## src/hdl/rmq_sqrt_cell.sv

```systemverilog
`timescale 1ns / 1ps
module rmq_sqrt_cell #(
  parameter int HW = 18,
  parameter int P  = 0,
  parameter int SW = 1
) (
  input  logic            clk,
  input  logic            rst,
  input  logic            adv,
  input  logic            vld_i,
  input  logic [HW+1:0]   rem_i,
  input  logic [HW-1:0]   root_i,
  input  logic [2*HW-1:0] x_i,
  input  logic [SW-1:0]   side_i,
  output logic            vld_o,
  output logic [HW+1:0]   rem_o,
  output logic [HW-1:0]   root_o,
  output logic [2*HW-1:0] x_o,
  output logic [SW-1:0]   side_o
);
  logic [HW+1:0] rem_sh, trial;
  logic          ge;

  // bring down the next two radicand bits and try a one for this root bit
  always_comb begin
    rem_sh = {rem_i[HW-1:0], x_i[2*P+1 -: 2]};
    trial  = {root_i, 2'b01};
    ge     = rem_sh >= trial;
  end

  always_ff @(posedge clk) begin
    if (rst) begin
      vld_o <= 1'b0;
    end else if (adv) begin
      vld_o <= vld_i;
    end
  end

  always_ff @(posedge clk) begin
    if (adv) begin
      rem_o  <= ge ? rem_sh - trial : rem_sh;
      root_o <= {root_i[HW-2:0], ge};
      x_o    <= x_i;
      side_o <= side_i;
    end
  end
endmodule

```

## config.mk

```make
export PLATFORM = sky130hd
export DESIGN_NAME = rmq_sqrt_cell
export DESIGN_NICKNAME = d
export VERILOG_FILES = /design/src/hdl/rmq_sqrt_cell.sv
export SDC_FILE = /design/constraint.sdc
export NUM_CORES = 1
export LEC_CHECK = 0
export BUFFER_PORTS_ARGS = -buffer_cell sky130_fd_sc_hd__buf_2
export CORE_MARGIN = 2
export CORE_UTILIZATION = 30
export CTS_CLUSTER_SIZE = 12
export DETAILED_ROUTE_END_ITERATION = 10
export PLACE_DENSITY_LB_ADDON = 0.1
export SYNTH_ARGS = -nofsm -noshare
export SYNTH_HDL_FRONTEND = slang
export SYNTH_SLANG_ARGS = --single-unit
```

## constraint.sdc

```tcl
create_clock -name clk -period 1.8 [get_ports clk]
set_input_delay 0.09 -clock clk [delete_from_list [all_inputs] [get_ports clk]]
set_output_delay 0.09 -clock clk [all_outputs]
set_load 0.005 [all_outputs]
```

==> metrics.md <==
| Metric | Value |
|---|---|
| Crit Path Max Fanout | `7` |
| Crit start category | `input pin` |
| Vias | `3226` |
| Yosys top cell area share | `61.3%` |
| CTS root buf | `clkbuf_16` |
| IO Pins | `155` |
| Final Util | `51.9%` |
| Pwr Total | `5.28 mW` |
| Top-count cell post-synth | `edfxtp_1` |
| Status | `finished, final reports clean` |
| Num CTS Buffers | `9` |
| Max Cap Viol | `0` |
| CP Class | `in -> reg` |
| DIE AREA | `0.0132 mm²` |
| Clock Tree Buf Depth | `2` |
| Ant. Diodes | `0` |
| Area of the core | `0.0120 mm²` |
| First drt pass iteration count | `4` |
| Final clock skew | `0 ns` |
| Required @ worst endpoint | `1.90 ns` |
| Synth area leaders | `edfxtp_1 61%, ha_1 6.8%, nand2_1 3.2%` |
| Total track usage | `14.9%` |
| Final Setup Violations | `0` |
| Via/cell ratio | `4.46` |
| DRC viols | `0` |
| R2R depth | `3` |
| Fmax | `583 MHz` |
| Peak VDD IR | `0.366 mV` |
| DRT iter0 DRCs | `143` |
| Number of H-tree levels | `3` |
| Final Max Slew Viols | `0` |
| Synth cell types | `49` |
| Post-DP HPWL | `7.13 mm` |
| CTS tree | `yes` |
| Post-synth top area cell | `edfxtp_1` |
| Yosys reg bits | `76` |
| Initial antenna violation count | `0` |
| Area growth, synth to finish | `68.9%` |
| Yosys warns | `0` |
| WHS Path Cells | `3` |
| Final ANT Viol Nets | `0` |
| Number of global-route vias before repair | `3064` |
| Mean Syn Cell Area | `12.9 µm²` |
| Buffers on Ports | `152` |
| Cell count after synthesis | `285` |
| Seq/Total Area, Yosys | `61.8%` |
| Nets | `670` |
| Share of layout cells above drive strength 1 | `49.5%` |
| Routed WL | `9.90 mm` |
| Routed length per instance | `13.7 µm` |
| Most frequent cells after synthesis | `75 x edfxtp_1, 31 x nand2_1, 23 x inv_1, 20 x ha_1, 13 x nor2_1` |
| FFs w/ async S/R, synth | `0%` |
| First-pass GRT wire length | `15.0 mm` |
| Final worst path period share | `95.3%` |
| Clk_lat worst skew | `0.34 ns` |
| Setup crit end kind | `flop` |
| Final hold vios | `0` |
| Fin Hold WS | `0.0453 ns` |
| Arr. time, crit path | `1.81 ns` |
| Fill cells | `1071` |
| Clock transition at path regs | `0.06 ns` |
| Initial Util | `30.7%` |
| Cell area power density | `850 mW/mm²` |
| Min cycle time layout | `1.72 ns` |
| Post-synth EDFFs | `75` |
| Die extent in x | `115 µm` |
| Syn Std Cell Area | `0.00368 mm²` |
| CTS Sinks | `76` |
| Min-Delay Path Class | `in -> reg` |
| Largest net degree at the start of global routing | `27` |
| Main synth FF type | `edfxtp_1` |
| Static leakage | `2.79 nW` |
| Syn_nets | `384` |
| GPL Wtd Cong | `0.764` |
| Core Rows | `40` |
| Worst-margin pin slew | `0.395 ns` |
| Die H | `115 µm` |
| GR Overflow Total | `0` |
| Relative slew slack | `73.6%` |
-- path summary, 6_finish.rpt --
path                                 from        to  slack (ns)
worst max-delay path            root_i[2]  rem_o[0]        0.08
worst min-delay path             rem_i[2]  rem_o[4]        0.05
worst max register to register      vld_o     vld_o        0.67
worst min register to register      vld_o     vld_o        1.05
-- area by class of cell --
type | instances | area [µm²] | area share [%]
Sequential cell | 76 | 2270 | 36.6
Timing Repair Buffer | 280 | 1900 | 30.6
Multi-Input combinational cell | 180 | 1460 | 23.6
Clock buffer | 9 | 225 | 3.63
Tap cell | 147 | 184 | 2.96
Inverter | 24 | 90.1 | 1.45
Clock inverter | 7 | 73.8 | 1.19
-- through the flow --
step	worst slack [ns]	std cells	setup TNS [ns]	instance area (µm²)
after CTS	0.00714	717	0	5990
final	0.0849	723	0	6210
after detailed placement	-0.366	648	-6.72	5160
after floorplan	0.00534	285	0	3720
after global placement	-0.344	648	-6.29	5160
after global routing	-0.00896	723	-0.0164	6210
-- flip-flops by register name, indices dropped and copies added, names as in the netlist --
signal	count
rem_o	20
x_o	36
side_o	1
root_o	18
vld_o	1
-- cells by family (layout without fill, tap and decap cells) --
kind of cell             Yosys count  count (layout)  share of synthesized area [%]
buffers and inverters             30             320                           3.85
XOR/XNOR                          15              15                           3.78
multiplexers                       2               2                          0.545
AO/OA/AOI/OAI                     74              75                           14.5
adder cells (fa/ha/maj)           20              20                           6.81
AND/OR/NAND/NOR                   68              68                           8.68
flip-flops                        76              76                           61.8
-- critical path, cell delays in order --
cell	delay, ns
buf_2	0.09
inv_1	0.04
ha_2	0.35
nand2_1	0.10
a211oi_4	0.25
o21ai_4	0.11
a21oi_4	0.23
o22ai_4	0.10
buf_12	0.16
buf_4	0.16
xnor2_2	0.13
-- power by group --
part,total [mW],internal [mW],switching [mW]
sequential,2.19,2.15,0.0399
combinational,1.26,0.680,0.579
clock,1.83,1.08,0.751
-- routing by layer --
layer | global-route usage (%) | share of wire [%] | vias to the layer above
met5 | 0 | 0 | -
met4 | 7.07 | 2.1 | 0
met3 | 4.18 | 7.9 | 13
met2 | 23.7 | 45 | 104
met1 | 18.7 | 45 | 1466
li1 | - | - | 1643
-- cells in the final DEF (no fill, tap or decap), drive strengths merged, types with 5 or more instances in the layout --
cell type    count
nor2            13
inv             26
xor2            10
a31oi            7
a21o             6
xnor2            5
nand2           32
edfxtp          75
a21oi           13
nor3             9
o21ai           27
buf            227
dlygate4sd3     53
ha              20
clkbuf           9
-- repair_timing --
item                       CTS  global route
resized for setup            0            23
setup endpoints to repair    0            21
hold buffers                53             0
setup buffers                0             4
hold endpoints to repair    52             0
Power figures use the tool's default switching activity.
