==> config.mk <==
export PLATFORM = sky130hd
export DESIGN_NAME = rmq_div_cell
export DESIGN_NICKNAME = d
export VERILOG_FILES = /design/src/hdl/rmq_div_cell.sv
export SDC_FILE = /design/constraint.sdc
export NUM_CORES = 1
export LEC_CHECK = 0
export ABC_AREA = 1
export CORE_ASPECT_RATIO = 1.75
export CORE_MARGIN = 10
export CORE_UTILIZATION = 45
export DETAILED_ROUTE_END_ITERATION = 8
export DONT_BUFFER_PORTS = 1
export PLACE_DENSITY_LB_ADDON = 0.15
export REMOVE_ABC_BUFFERS = 1
export SLEW_MARGIN = 5
export SYNTH_ARGS = -nofsm -noshare
export SYNTH_HDL_FRONTEND = slang
export SYNTH_SLANG_ARGS = --single-unit
==> constraint.sdc <==
create_clock -name clk -period 5.7 [get_ports clk]
set_input_delay 1.14 -clock clk [delete_from_list [all_inputs] [get_ports clk]]
set_output_delay 1.14 -clock clk [all_outputs]
set_load 0.005 [all_outputs]
==> src/hdl/rmq_div_cell.sv <==
`timescale 1ns / 1ps
module rmq_div_cell #(
  parameter int FB = 16,
  parameter int HW = 18,
  parameter int J  = 0,
  parameter int SW = 1
) (
  input  logic                clk,
  input  logic                rst,
  input  logic                adv,
  input  logic                vld_i,
  input  logic [HW:0]         d_i,
  input  logic [2:0][HW:0]    rem_i,
  input  logic [2:0][FB:0]    q_i,
  input  logic [2:0]          lsb_i,
  input  logic [SW-1:0]       side_i,
  output logic                vld_o,
  output logic [HW:0]         d_o,
  output logic [2:0][HW:0]    rem_o,
  output logic [2:0][FB:0]    q_o,
  output logic [2:0]          lsb_o,
  output logic [SW-1:0]       side_o
);
  logic [2:0][HW+1:0] rs;
  logic [2:0]         ge;

  // one quotient bit per lane; only the first step brings down a numerator bit
  always_comb begin
    for (int l = 0; l < 3; l++) begin
      rs[l] = {rem_i[l], (J == 0) ? lsb_i[l] : 1'b0};
      ge[l] = rs[l] >= {1'b0, d_i};
    end
  end

  always_ff @(posedge clk) begin
    if (rst) begin
      vld_o <= 1'b0;
    end else if (adv) begin
      vld_o <= vld_i;
    end
  end

  always_ff @(posedge clk) begin
    if (adv) begin
      for (int l = 0; l < 3; l++) begin
        rem_o[l] <= ge[l] ? (HW + 1)'(rs[l] - {1'b0, d_i}) : rs[l][HW:0];
        q_o[l]   <= {q_i[l][FB-1:0], ge[l]};
      end
      d_o    <= d_i;
      lsb_o  <= lsb_i;
      side_o <= side_i;
    end
  end
endmodule

==> results of run 1 <==
-- sequential cells by signal, indices dropped and copies added, names as in the netlist --
name,flops
vld_o,1
side_o,1
lsb_o,3
rem_o,57
q_o,51
d_o,19
-- worst max-delay path by stage --
stage	from	endpoint	slack, ns	cells after the start
after CTS	lsb_i[0]	rem_o[12]$_DFFE_PP_	2.73	13
after global placement	lsb_i[0]	rem_o[12]$_DFFE_PP_	2.29	13
final	lsb_i[1]	rem_o[29]$_DFFE_PP_	2.76	13
after floorplan	lsb_i[0]	rem_o[18]$_DFFE_PP_	2.75	13
after global routing	lsb_i[1]	rem_o[29]$_DFFE_PP_	2.57	13
after detailed placement	lsb_i[0]	rem_o[12]$_DFFE_PP_	2.29	13
-- logic make-up after synthesis --
kind of cell,Yosys count
and+or+nand+nor,578
buffers and inverters,142
DFF,132
adders and majority gates,60
AOI/OAI and AO/OA,59
xor gates and xnor gates,30
muxes,1
-- Yosys cell counts --
master,instances,area share
o21ai_0,15,0.0090
o21ai_1,6,0.0036
xor2_1,21,0.022
nand3b_1,15,0.014
dfxtp_1,1,0.0024
inv_2,1,0.00045
nor2_1,70,0.032
nand2_1,381,0.17
mux2i_1,1,0.0012
nand3_1,62,0.037
a21oi_2,1,0.0011
nor2_2,10,0.0075
nor3_1,20,0.012
and2_1,2,0.0015
nand2_4,3,0.0041
o21bai_1,1,0.00090
o21a_1,2,0.0018
inv_4,3,0.0023
nor3_2,1,0.0012
edfxtp_1,131,0.47
nor2_4,1,0.0014
buf_4,1,0.00090
inv_1,129,0.058
nand2_2,10,0.0075
fa_1,3,0.0072
xnor2_1,9,0.0095
a21oi_1,34,0.020
nand4_1,1,0.00075
nor4_1,2,0.0015
buf_6,8,0.011
ha_1,57,0.086
-- power by group through the flow --
stage,clock (mW),sequential (mW),combinational [mW]
3_5_place_dp,0,1.30,0.496
6_report,1.05,1.28,0.493
5_1_grt,1.10,1.29,0.568
4_1_cts,1.06,1.28,0.498
2_1_floorplan,0,1.27,0.382
3_3_place_gp,0,1.30,0.491
-- per-layer routing --
layer | routed length, um | up-vias | track usage | share of wire
li1 | - | 3289 | - | -
met1 | 8250 | 3054 | 0.178 | 0.32
met2 | 14700 | 208 | 0.406 | 0.57
met3 | 2090 | 32 | 0.0624 | 0.081
met4 | 636 | 0 | 0.0793 | 0.025
met5 | 0 | - | 0 | 0
-- worst min-delay path: stages (launching register included) --
cell and delay (ns):
dfxtp_1 0.35, mux2i_1 0.08, nor2_1 0.07
-- layout make-up --
class                   instances  share of cell area
flip-flops and latches        132               0.435
clock buffers                  18              0.0472
well taps                     234              0.0322
inverters                     133              0.0557
multi-input cells             728               0.416
clock inverters                14              0.0140
==> metrics.yaml, run 1 <==
fin_area_um2: 9090
p_sw_uw: 835
synth_compound_area_frac: 0.0368
synthCells: 1002
hold_class: "flop to flop"
r2r_end: "vld_o$_SDFFE_PP0P_"
postRouteAntennaNets: 0
fp.dieW_um: 123
design.core.area_um2: 18100
antenna_cells: 0
required_ns: 5.86
syn_to_final_growth_pct: 9.02
rr_worst_depth: 2
share_comb_of_total_power: 0.175
grt_pass1_wl_um: 37000
startpoint_type: "input pin"
clk_latency_ns: 0.42
firstDrtPassIters: 5
final_cell_mix: "381 x nand2_1, 131 x edfxtp_1, 129 x inv_1"
fp-row-count: 65
finalSetupTns_ns: 0
finalWeightedCongestion: 0.909
r2r_start: "vld_o$_SDFFE_PP0P_"
synth_area_um2: 8340
final_common_cell: "nand2_1"
via_count: 6583
grt_max_degree: 133
clock_power_share: 0.372
synthMuxAreaShare: 0.00120
clkSinkCount: 132
cts_buffers: 17
max_slew_margin: 0.595
register_area_um2: 3950
slowest_delay_ns: 0.45
hpwl_um: 21100
hold_path.startpoint: "vld_o$_SDFFE_PP0P_"
dp.cells: 1227
rsz0062_at_grt: "false"
synth_xor_area_frac: 0.0315
io_buffers: 0
crit_slowest_cell: "fa_1"
final_cells: 1259
cts.hold.buffers_added: 0
crit_type: "input pin to flop"
finalCriticalPeriod_ns: 2.94
cap_violations: 0
die_area_um2: 24600
start_util: 0.460
holdPathEnd: "vld_o$_SDFFE_PP0P_"
tightest_slew_ns: 0.601
leakagePower_nw: 4.25
cts_resized: 0
r2r_slack_ns: 5.10
seq_power_share: 0.453
viasPerCell: 5.23
routedWlPerCell_um: 20.4
cpLargestDelayFamily: "simple AND/OR/NAND/NOR gates"
worstPathCellList: "inv_1 > ha_1 > fa_1 > inv_1 > nand3_1 > nand3_1 > nand3_1 > nand3_1 > nand2_1 > nand2_4 > inv_4 > nand2_1 > nand2_1"
ys_seq_elements: 132
chipHeight_um: 200
finalSetupViolCount: 0
multi_input_area_um2: 3780
ios: 267
cp_max_fo: 23
track_usage: 0.203
layout-drive-gt1-share: 0.0595
synth-simple-area-share: 0.291
final-max-slew-violation-count: 0
utilization: 0.501
place_ws_ns: 2.29
crit_path_end_kind: "flop"
cp_common_cell: "nand3_1"
post_dp_cell_area_um2: 8530
cp_num_buf_inv: 3
yosysWarnings: 0
antenna_found_initial: 0
synth_top_family_by_area: "simple AND/OR/NAND/NOR gates"
drtIter0Drc: 365
timing.hold.ws_ns: 0.533
ys_types: 31
grt-ovfl-total: 0
ir_drop_uv: 152
synthesis.area_per_instance_um2: 8.32
final_hold_viol_count: 0
skew_ns: 0
max_freq_ghz: 0.340
p_int_mw: 1.98
wl_um: 25700
synth_adder_area_share: 0.0927
nFillCells: 1800
nNetsFinal: 1207
powerDensity_nw_per_um2: 310
finalPower_mw: 2.82
first_global_vias: 6708
run_status: "complete, no violations"
drc: 0
htreeDepth: 4
hold-path-cell-count: 2
min_period_over_period: 0.516
cts_buffer_depth: 2
cts_tree: "done"
cts-root-buf: "clkbuf_16"
worst_slack_ns: 2.76
path_clk_slew_ns: 0.06
crit_arrival_ns: 3.10
cts_setup_buffers: 0
seq_area_frac_synth: 0.474
swShare: 0.296
(Power assumes the default switching activity.)
==> inputs of run 2 (changes only) <==
Clock period 5.7 ns to 2.9 ns, I/O delays scaled along.
==> metrics.yaml, run 2 (synthesis gave the netlist of run 1 again) <==
grt_pass1_wl_um: 37700
hpwl_um: 21500
nNetsFinal: 1217
clk_latency_ns: 0.42
antenna_cells: 0
register_area_um2: 3950
final_cell_mix: "381 x nand2_1, 131 x edfxtp_1, 129 x inv_1"
cts_buffers: 17
run_status: "complete, no violations"
clkSinkCount: 132
timing.hold.ws_ns: 0.224
crit_arrival_ns: 2.35
rr_worst_depth: 2
grt-ovfl-total: 0
firstDrtPassIters: 5
r2r_slack_ns: 2.30
crit_path_end_kind: "flop"
first_global_vias: 6866
worst_slack_ns: 0.697
seq_power_share: 0.439
share_comb_of_total_power: 0.175
final-max-slew-violation-count: 0
routedWlPerCell_um: 20.3
die_area_um2: 24600
finalSetupViolCount: 0
required_ns: 3.05
multi_input_area_um2: 3780
htreeDepth: 4
regMostFlops: "rem_o"
largest_register_ffs: 57
r2r_start: "vld_o$_SDFFE_PP0P_"
min_period_over_period: 0.759
drtIter0Drc: 359
hold_class: "input pin to flop"
wl_um: 25800
leakagePower_nw: 4.33
cts_buffer_depth: 2
cp_max_fo: 17
finalWeightedCongestion: 0.926
fp-row-count: 65
ios: 267
design.core.area_um2: 18100
startpoint_type: "input pin"
reg.largest.list: "rem_o x57, q_o x51, d_o x19"
ir_drop_uv: 302
powerDensity_nw_per_um2: 620
fp.dieW_um: 123
crit_type: "input pin to flop"
place_ws_ns: 0.257
clock_power_share: 0.386
swShare: 0.284
via_count: 6646
cap_violations: 0
drc: 0
rsz0062_at_grt: "false"
cts_tree: "done"
p_int_mw: 4.09
r2r_end: "vld_o$_SDFFE_PP0P_"
chipHeight_um: 200
start_util: 0.460
syn_to_final_growth_pct: 10.6
max_slew_margin: 0.580
cts_setup_buffers: 0
cts-root-buf: "clkbuf_16"
cts.hold.buffers_added: 0
hold_path.startpoint: "rst"
dp.cells: 1237
nFillCells: 1744
tightest_slew_ns: 0.624
finalSetupTns_ns: 0
io_buffers: 0
max_freq_ghz: 0.454
finalCriticalPeriod_ns: 2.20
grt_max_degree: 133
viasPerCell: 5.24
cts_resized: 0
final_hold_viol_count: 0
path_clk_slew_ns: 0.06
layout-drive-gt1-share: 0.0686
final_common_cell: "nand2_1"
skew_ns: 0
final_cells: 1269
track_usage: 0.206
holdPathEnd: "vld_o$_SDFFE_PP0P_"
hold-path-cell-count: 1
p_sw_mw: 1.62
antenna_found_initial: 0
postRouteAntennaNets: 0
-- run 2: layer usage --
metal  GRT usage  routed length (um)
met4      0.0762                 671
met1       0.176                8050
met5           0                   0
met3      0.0619                2170
met2       0.419               14900
-- run 2: power by group through the flow --
| stage | Clock, mW | Sequential, mW | Combinational (mW) |
|---|---|---|---|
| after global placement | 0 | 2.56 | 0.995 |
| after global routing | 2.33 | 2.53 | 1.15 |
| after CTS | 2.25 | 2.52 | 1.01 |
| after detailed placement | 0 | 2.56 | 1.00 |
| after floorplan | 0 | 2.49 | 0.750 |
| final | 2.21 | 2.51 | 1.00 |
-- run 2: critical path: stages --
cell and delay, ns:
inv_1 0.03, ha_1 0.23, fa_1 0.46, inv_1 0.12
nand3_1 0.07, nand3_1 0.12, nand3_1 0.09, nand3_1 0.14
nand2_1 0.11, nand2_4 0.13, inv_4 0.11, nand2_1 0.08
nand2_1 0.09
-- run 2: metrics by stage --
stage	total power [mW]	utilization	area [um^2]
finish	5.72	0.509	9230
global route	6.01	0.509	9230
CTS	5.78	0.509	9230
detailed placement	3.56	0.475	8620
global placement	3.55	0.475	8620
floorplan	3.24	-	8240
-- run 2: worst max-delay path by stage --
stage / slack, ns / to / start
floorplan: 0.51 / rem_o[18]$_DFFE_PP_ / lsb_i[0]
global placement: 0.26 / rem_o[52]$_DFFE_PP_ / lsb_i[2]
detailed placement: 0.26 / rem_o[52]$_DFFE_PP_ / lsb_i[2]
CTS: 0.70 / rem_o[52]$_DFFE_PP_ / lsb_i[2]
global route: 0.56 / rem_o[52]$_DFFE_PP_ / lsb_i[2]
finish: 0.70 / rem_o[29]$_DFFE_PP_ / lsb_i[1]
-- run 2: layout make-up --
cell class / count / share of cell area
well taps: 234 / 0.0317
inverters: 133 / 0.0549
flip-flops and latches: 132 / 0.429
repair buffers: 10 / 0.00949
clock inverters: 14 / 0.0190
multi-input cells: 728 / 0.410
clock buffers: 18 / 0.0465
