File: src/hdl/rmq_pkg.sv
`timescale 1ns / 1ps
package rmq_pkg;

  localparam int QW = 18;  // rotation entries and quaternion parts
  localparam int PW = 32;  // translation
  localparam int NW = 19;  // sums and differences of two entries

  typedef logic signed [QW-1:0] q_t;
  typedef logic signed [PW-1:0] p_t;
  typedef logic signed [NW-1:0] num_t;

  // which component comes from the square root
  typedef enum logic [1:0] {
    BR_TRACE = 2'd0,
    BR_X     = 2'd1,
    BR_Y     = 2'd2,
    BR_Z     = 2'd3
  } branch_t;

  typedef struct packed {
    branch_t br;
    p_t      tx;
    p_t      ty;
    p_t      tz;
  } tag_t;

  // travels alongside the square root
  typedef struct packed {
    tag_t tag;
    num_t n0;
    num_t n1;
    num_t n2;
  } side_t;

endpackage

File: src/hdl/rmq_front.sv
`timescale 1ns / 1ps
module rmq_front #(
  parameter int FB = 16,
  parameter int AW = 20
) (
  input  rmq_pkg::q_t     r00, r01, r02, r10, r11, r12, r20, r21, r22,
  output rmq_pkg::branch_t br,
  output logic [AW-1:0]   arg,
  output rmq_pkg::num_t   n0, n1, n2
);
  import rmq_pkg::*;

  localparam int SAW = AW + 1;
  localparam logic signed [SAW-1:0] ONE = {{(SAW-FB-1){1'b0}}, 1'b1, {FB{1'b0}}};

  logic signed [SAW-1:0] a00, a11, a22, tr, argw;
  num_t d_w, d_y, d_z, s_xy, s_xz, s_yz;

  always_comb begin
    a00 = SAW'(r00);
    a11 = SAW'(r11);
    a22 = SAW'(r22);
    tr  = a00 + a11 + a22;
    if (tr > 0) begin
      br   = BR_TRACE;
      argw = ONE + tr;
    end else if (r00 > r11 && r00 > r22) begin
      br   = BR_X;
      argw = ONE + a00 - a11 - a22;
    end else if (r11 > r22) begin
      br   = BR_Y;
      argw = ONE + a11 - a00 - a22;
    end else begin
      br   = BR_Z;
      argw = ONE + a22 - a00 - a11;
    end
    // clamp a negative argument to zero
    arg = argw[SAW-1] ? '0 : argw[AW-1:0];
  end

  always_comb begin
    d_w  = NW'(r21) - NW'(r12);
    d_y  = NW'(r02) - NW'(r20);
    d_z  = NW'(r10) - NW'(r01);
    s_xy = NW'(r01) + NW'(r10);
    s_xz = NW'(r02) + NW'(r20);
    s_yz = NW'(r12) + NW'(r21);
    // lanes hold the three off-root components in w, x, y, z order
    case (br)
      BR_TRACE: begin n0 = d_w; n1 = d_y;  n2 = d_z;  end
      BR_X:     begin n0 = d_w; n1 = s_xy; n2 = s_xz; end
      BR_Y:     begin n0 = d_y; n1 = s_xy; n2 = s_yz; end
      BR_Z:     begin n0 = d_z; n1 = s_xz; n2 = s_yz; end
      default:  begin n0 = d_w; n1 = d_y;  n2 = d_z;  end
    endcase
  end
endmodule

File: config.mk
export PLATFORM = sky130hd
export DESIGN_NAME = rmq_front
export DESIGN_NICKNAME = d
export VERILOG_FILES = /design/src/hdl/rmq_pkg.sv /design/src/hdl/rmq_front.sv
export SDC_FILE = /design/constraint.sdc
export NUM_CORES = 1
export LEC_CHECK = 0
export BUFFER_PORTS_ARGS = -buffer_cell sky130_fd_sc_hd__buf_4
export CAP_MARGIN = 30
export CORE_MARGIN = 3
export CORE_UTILIZATION = 45
export DETAILED_ROUTE_END_ITERATION = 10
export PLACE_DENSITY_LB_ADDON = 0.08
export SYNTH_ARGS = -nofsm -noshare
export SYNTH_HDL_FRONTEND = slang
export SYNTH_SLANG_ARGS = --single-unit
File: constraint.sdc
create_clock -name vclk -period 14
set_clock_uncertainty 0.1 [all_clocks]
set_input_delay 1.4 -clock vclk [all_inputs]
set_output_delay 1.4 -clock vclk [all_outputs]
set_load 0.05 [all_outputs]
==> summary.md, run 1 <==
| Metric | Value |
|---|---|
| Avg Inst Size Synth | 7.608 um2 |
| Hpwl dp | 44590 um |
| Syn nets | approximately 2500 |
| Worst Setup SP | r00[1] |
| Vias in the first global route | 14129 |
| Max Slew Vio Count | 0 |
| Final setup violation count | 0 |
| WL/cell | 20.54 um |
| Register area | 0 um2 |
| Clock power frac | 0 |
| Synth warn | 0 |
| Hold Startpoint | r12[1] |
| PD cells | 117.7 nW/um2 |
| Least-Margin Pin Slew | around 950 ps |
| Critical path peak fanout | 41 |
| Gp weighted congestion | 1.002 |
| Startpoint Class | input pin |
| Worst EP required | 12500 ps |
| Fmax | 98.95 MHz |
| First-pass GRT wire length | a little under 80000 um |
| Via count | 14510 |
| Final Cycle Share | 0.7219 |
| P_leak | 0.008125 uW |
| Combinational share of power | 1.000 |
| Area of the core | 31640 um2 |
| Worst rel slew slack | 0.3625 |
| RSZ-0062 raised after global routing | no |
| Synthesized instance count | 1908 |
| Detailed Routing Iterations Pass 1 | 5 |
| DIE AREA | 34450 um2 |
| Cell Area, Synth | 14520 um2 |
| Die Y | 185.6 um |
| Path type of the worst min-delay path | in2out |
| Placed Area | around 17000 um2 |
| Syn-to-layout area delta | 14.53% |
| CTS resizes | 0 |
| Hold_buf cts | 0 |
| Synth cell types | 81 |
| Switching power | 1295 uW |
| Initial DRC count | 1171 |
| DRC | 0 |
| P_int | 661.3 uW |
| Tmin final | 10110 ps |
| Post-CTS Setup Repair Bufs | 0 |
| Max Cap Viol | 0 |
| Initial Util | 0.4588 |
| Drt via density | 5.827 |
| Peak supply drop | ~140 uV |
| Routed wire length | 51140 um |
| Register area share after synthesis | 0 |
| Flop pwr share | 0 |
| GR Overflow Total | 0 |
| ANT nets after route | 0 |
| Hold Path Sink | n0[1] |
| Chip width | 185.6 um |
| # IOs | between 200 and 250 |
| Crit path kind | in2out |
| Fin area | 16620 um2 |
| Cell row count | 65 |
| # clk buffers | 0 |
| Arr. time, crit path | approximately 8600 ps |
| Hold Path Cell Cnt | 4 |
| Seq_cells | 0 |
| Number of diodes | 0 |
| Switching Share | 0.6619 |
| Worst setup EP type | output port |
| Port Buf Inserts | 241 |
| Largest net degree at the start of global routing | 60 |
| Initial antenna violation count | 3 |
| Fin nets | 2674 |
| Status | finished, final reports clean |
| Setup TNS after final layout | 0 ps |
| Final Hold Vio Count | 0 |
| Tot GR Track Use | 0.2863 |
| Ratio of cells with drive above 1 in the final layout | 0.1331 |
[layer usage]
metal,GRT usage,vias up,share of wire
li1,-,7101,-
met1,0.3842,6790,0.44
met2,0.4937,537,0.47
met3,0.02677,76,0.059
met4,0.07656,6,0.035
met5,0,-,0.00084
[logic make-up (layout without fill, tap and decap cells)]
logic type      count (synthesis)  count (layout)  share of synthesized area
xor+xnor                      133             133                    0.08025
buf+inv                       283             463                    0.07473
mux                            16              16                    0.01129
simple gates                  466             466                     0.1552
compound gates                588             588                     0.2724
fa+ha+maj                     422             422                     0.4062
[Yosys cell counts, drive strengths merged (34+ instances only)]
library cell / count / share of area
ha: 340 / 0.29
inv: 213 / 0.055
a21oi: 149 / 0.051
nor2: 142 / 0.037
o21ai: 110 / 0.038
nand2: 103 / 0.027
xnor2: 96 / 0.058
fa: 82 / 0.11
clkbuf: 61 / 0.016
nor3: 45 / 0.016
o21a: 44 / 0.023
nand3: 37 / 0.013
xor2: 37 / 0.022
a221oi: 34 / 0.021
[power groups by stage]
| stage | Sequential, uW | Clock, uW | Combinational (uW) |
|---|---|---|---|
| final | 0 | 0 | 1960 |
| after global routing | 0 | 0 | 2100 |
| after CTS | 0 | 0 | 1940 |
| after detailed placement | 0 | 0 | 1930 |
| after global placement | 0 | 0 | 1930 |
| after floorplan | 0 | 0 | 1360 |
[worst max-delay path, stage by stage]
cell and delay, ps:
buf_4 130, inv_1 60, fa_1 530, inv_1 40, ha_1 220, fa_1 510, a21o_1 200, a2111oi_2 610
o31ai_2 180, nand4_1 150, a32oi_1 130, xnor2_1 260, ha_1 210, nor4b_1 240, nand2_1 80, a2111oi_0 390
o211ai_1 180, nor4b_1 270, and4_1 340, or2_2 400, nand2_1 170, ha_1 230, buf_4 250, clkinv_1 570
nand2_1 320, o211ai_1 260, buf_4 230
[layout make-up]
| class | count | area (um2) |
|---|---|---|
| timing repair buffer | 249 | 1869 |
| fill | 3130 | 15010 |
| inverter | 214 | 803.3 |
| multi-input combinational | 1625 | 13450 |
| tap | 402 | 503.0 |
[metrics by stage]
step	power, uW	util	hold WS (ps)	worst slack, ps	cells
after floorplan	1356	-	3117	4337	1908
after global placement	1934	0.5255	3260	4301	2490
after detailed placement	1931	0.5255	3258	4013	2490
after CTS	1943	0.5255	3255	3996	2490
after global routing	2096	0.5255	3275	3283	2490
final	1956	0.5255	3246	3894	2490
[cells in the final DEF (no fill, tap or decap), types with 44 or more instances in the layout]
master / netlist / layout
ha_1: 340 / 340
a21oi_1: 149 / 149
inv_1: 213 / 213
o21ai_0: 106 / 106
xnor2_1: 96 / 96
nor2_1: 142 / 142
buf_4: 1 / 249
nand2_1: 102 / 102
fa_1: 82 / 82
o21a_1: 44 / 44
nor3_1: 45 / 45
[worst max path at each step]
stage	to	slack (ps)	cells after the start
3_5_place_dp	n1[16]	4010	27
6_report	n1[16]	3890	27
3_3_place_gp	n1[0]	4300	27
4_1_cts	n1[16]	4000	27
5_1_grt	n1[16]	3280	27
2_1_floorplan	n0[6]	4340	28
Power figures use the tool's default switching activity.
==> run 2, diff against run 1 <==
==> constraint.sdc (replaced) <==
create_clock -name vclk -period 8.5
set_clock_uncertainty 0.1 [all_clocks]
set_input_delay 0.85 -clock vclk [all_inputs]
set_output_delay 0.85 -clock vclk [all_outputs]
set_load 0.05 [all_outputs]
==> summary.md, run 2 (synthesized netlist as in run 1, its figures left out) <==
| Metric | Value |
|---|---|
| Status | finished, final reports clean |
| Setup TNS after final layout | 0 ps (unchanged) |
| Startpoint Class | input pin |
| Syn-to-layout area delta | 14.97% |
| Drt via density | 5.883 (+0.95%) |
| Worst Setup SP | r00[2] |
| Final Hold Vio Count | 0 (unchanged) |
| Max Cap Viol | 0 (unchanged) |
| # IOs | 241 (unchanged) |
| Vias in the first global route | 14314 (+1.3%) |
| Area of the core | 31640 um2 (unchanged) |
| Placed cells | 2496 (+0.24%) |
| Commonest non-fill, non-tap cell in the layout | ha_1 |
| Arr. time, crit path | 7150 ps (-1460 ps) |
| Most frequent cells in the layout | ha_1 (340), buf_4 (254), inv_1 (213) |
| Worst rel slew slack | 0.4118 (+0.04935) |
| Final setup violation count | 0 (unchanged) |
| Peak supply drop | 294.3 uV (+110%) |
| Gp weighted congestion | 1.062 (+5.9%) |
| Ratio of cells with drive above 1 in the final layout | 0.1356 (+0.002484) |
| ANT nets after route | 0 (unchanged) |
| PD cells | 194.5 nW/um2 (+65%) |
| RSZ-0062 raised after global routing | no |
| Routed wire length | 52270 um (+2.2%) |
| Least-Margin Pin Slew | 875.6 ps (-74.88 ps) |
| Final non-filler cell total | 2497 (+0.28%) |
| Initial Util | 0.4588 (unchanged) |
| Final Cycle Share | 0.9525 |
| Initial antenna violation count | 3 (unchanged) |
| Worst EP required | 7550 ps (-4950 ps) |
| Seq_cells | 0 (unchanged) |
| Detailed Routing Iterations Pass 1 | 5 (unchanged) |
| Critical path peak fanout | 38 (-7.3%) |
| Via count | 14689 (+1.2%) |
| Die Y | 185.6 um (unchanged) |
| Register area | 0 um2 (unchanged) |
| Chip width | 185.6 um (unchanged) |
| P_leak | 0.008157 uW (+0.40%) |
| Fin nets | 2680 (+0.22%) |
| # clk buffers | 0 (unchanged) |
| First-pass GRT wire length | 78910 um (+0.91%) |
| Fmax | 123.5 MHz |
| Worst setup EP type | output port |
| Largest net degree at the start of global routing | 58 (-3.3%) |
| Tot GR Track Use | 0.2900 (+0.003742) |
| Max Slew Vio Count | 0 (unchanged) |
| Filler Cell Count | 3154 (+0.77%) |
| Worst setup path endpoint | n0[18] |
| Cell row count | 65 (unchanged) |
| Port Buf Inserts | 241 (unchanged) |
| Initial DRC count | 1151 (-1.7%) |
| Crit path kind | in2out |
| WL/cell | 20.93 um (+1.9%) |
| DIE AREA | 34450 um2 (unchanged) |
| Path type of the worst min-delay path | in2out |
| DRC | 0 (unchanged) |
| Hold Path Cell Cnt | 4 (unchanged) |
| Tmin final | 8096 ps |
| GR Overflow Total | 0 (unchanged) |
| Hold_buf cts | 0 (unchanged) |
| Hpwl dp | 45490 um (+2.0%) |
## run 2: cell types whose count changed in the layout (fill, tap and decap cells not counted), sizes merged
cell	change
diode	+1
buf	+6
## run 2: metrics by stage
| stage | total power, uW | utilization | hold slack (ps) | setup slack [ps] | area (um2) |
|---|---|---|---|---|---|
| after floorplan | 2235 | - | 2017 | 14.55 | 14520 |
| after global placement | 3198 | 0.5269 | 2193 | 546.0 | 16670 |
| after detailed placement | 3197 | 0.5269 | 2169 | 284.8 | 16670 |
| after CTS | 3217 | 0.5269 | 2171 | 268.2 | 16670 |
| after global routing | 3468 | 0.5274 | 2182 | 7.529 | 16690 |
| final | 3245 | 0.5275 | 2140 | 404.0 | 16690 |
## run 2: layer usage
layer | track usage | part of all wire | vias up
li1 | - | - | 7122
met2 | 0.5046 | 0.47 | 535
met4 | 0.1052 | 0.044 | 4
met3 | 0.02814 | 0.057 | 108
met5 | 0 | 0.00052 | -
met1 | 0.3741 | 0.43 | 6920
## run 2: what timing repair did
item	in CTS	in global routing
buffers inserted	0	0
endpoints found under the setup margin	0	20
resized for setup	0	2
## run 2: report_power, final
group / total (uW) / internal (uW) / switching, uW
combinational: 3250 / 1100 / 2140
clock: 0.0000158 / 0.0000157 / 0
sequential: 0 / 0 / 0
## run 2: worst min path at each step
stage	start	end	slack, ps
6_report	r12[0]	n0[0]	2140
5_1_grt	r12[0]	n0[0]	2180
4_1_cts	r12[0]	n0[0]	2170
3_5_place_dp	r12[0]	n0[0]	2170
3_3_place_gp	r12[0]	n0[0]	2190
2_1_floorplan	r12[0]	n0[0]	2020
## run 2: worst max-delay path: stages
cell	delay, ps
buf_4	140
fa_1	720
ha_1	300
a211o_1	360
a2111o_1	440
a31o_1	270
a21oi_1	240
o21bai_1	120
a21oi_1	180
xnor2_1	180
inv_1	90
ha_1	140
nor4b_1	220
nand2_1	80
a2111oi_0	380
o211ai_1	160
nor4b_1	240
and4_1	390
or2_2	170
nand2_1	90
inv_1	120
ha_1	170
buf_6	290
nand2_1	80
nor2_1	100
a211oi_1	60
a32oi_1	310
buf_4	260
## run 2: cell type report
class	count	area (um2)	share of cell area
antenna	1	2.502	0.0001499
inverter	214	803.3	0.04813
multi-input combinational	1625	13460	0.8066
tap	402	503.0	0.03014
timing repair buffer	255	1918	0.1149
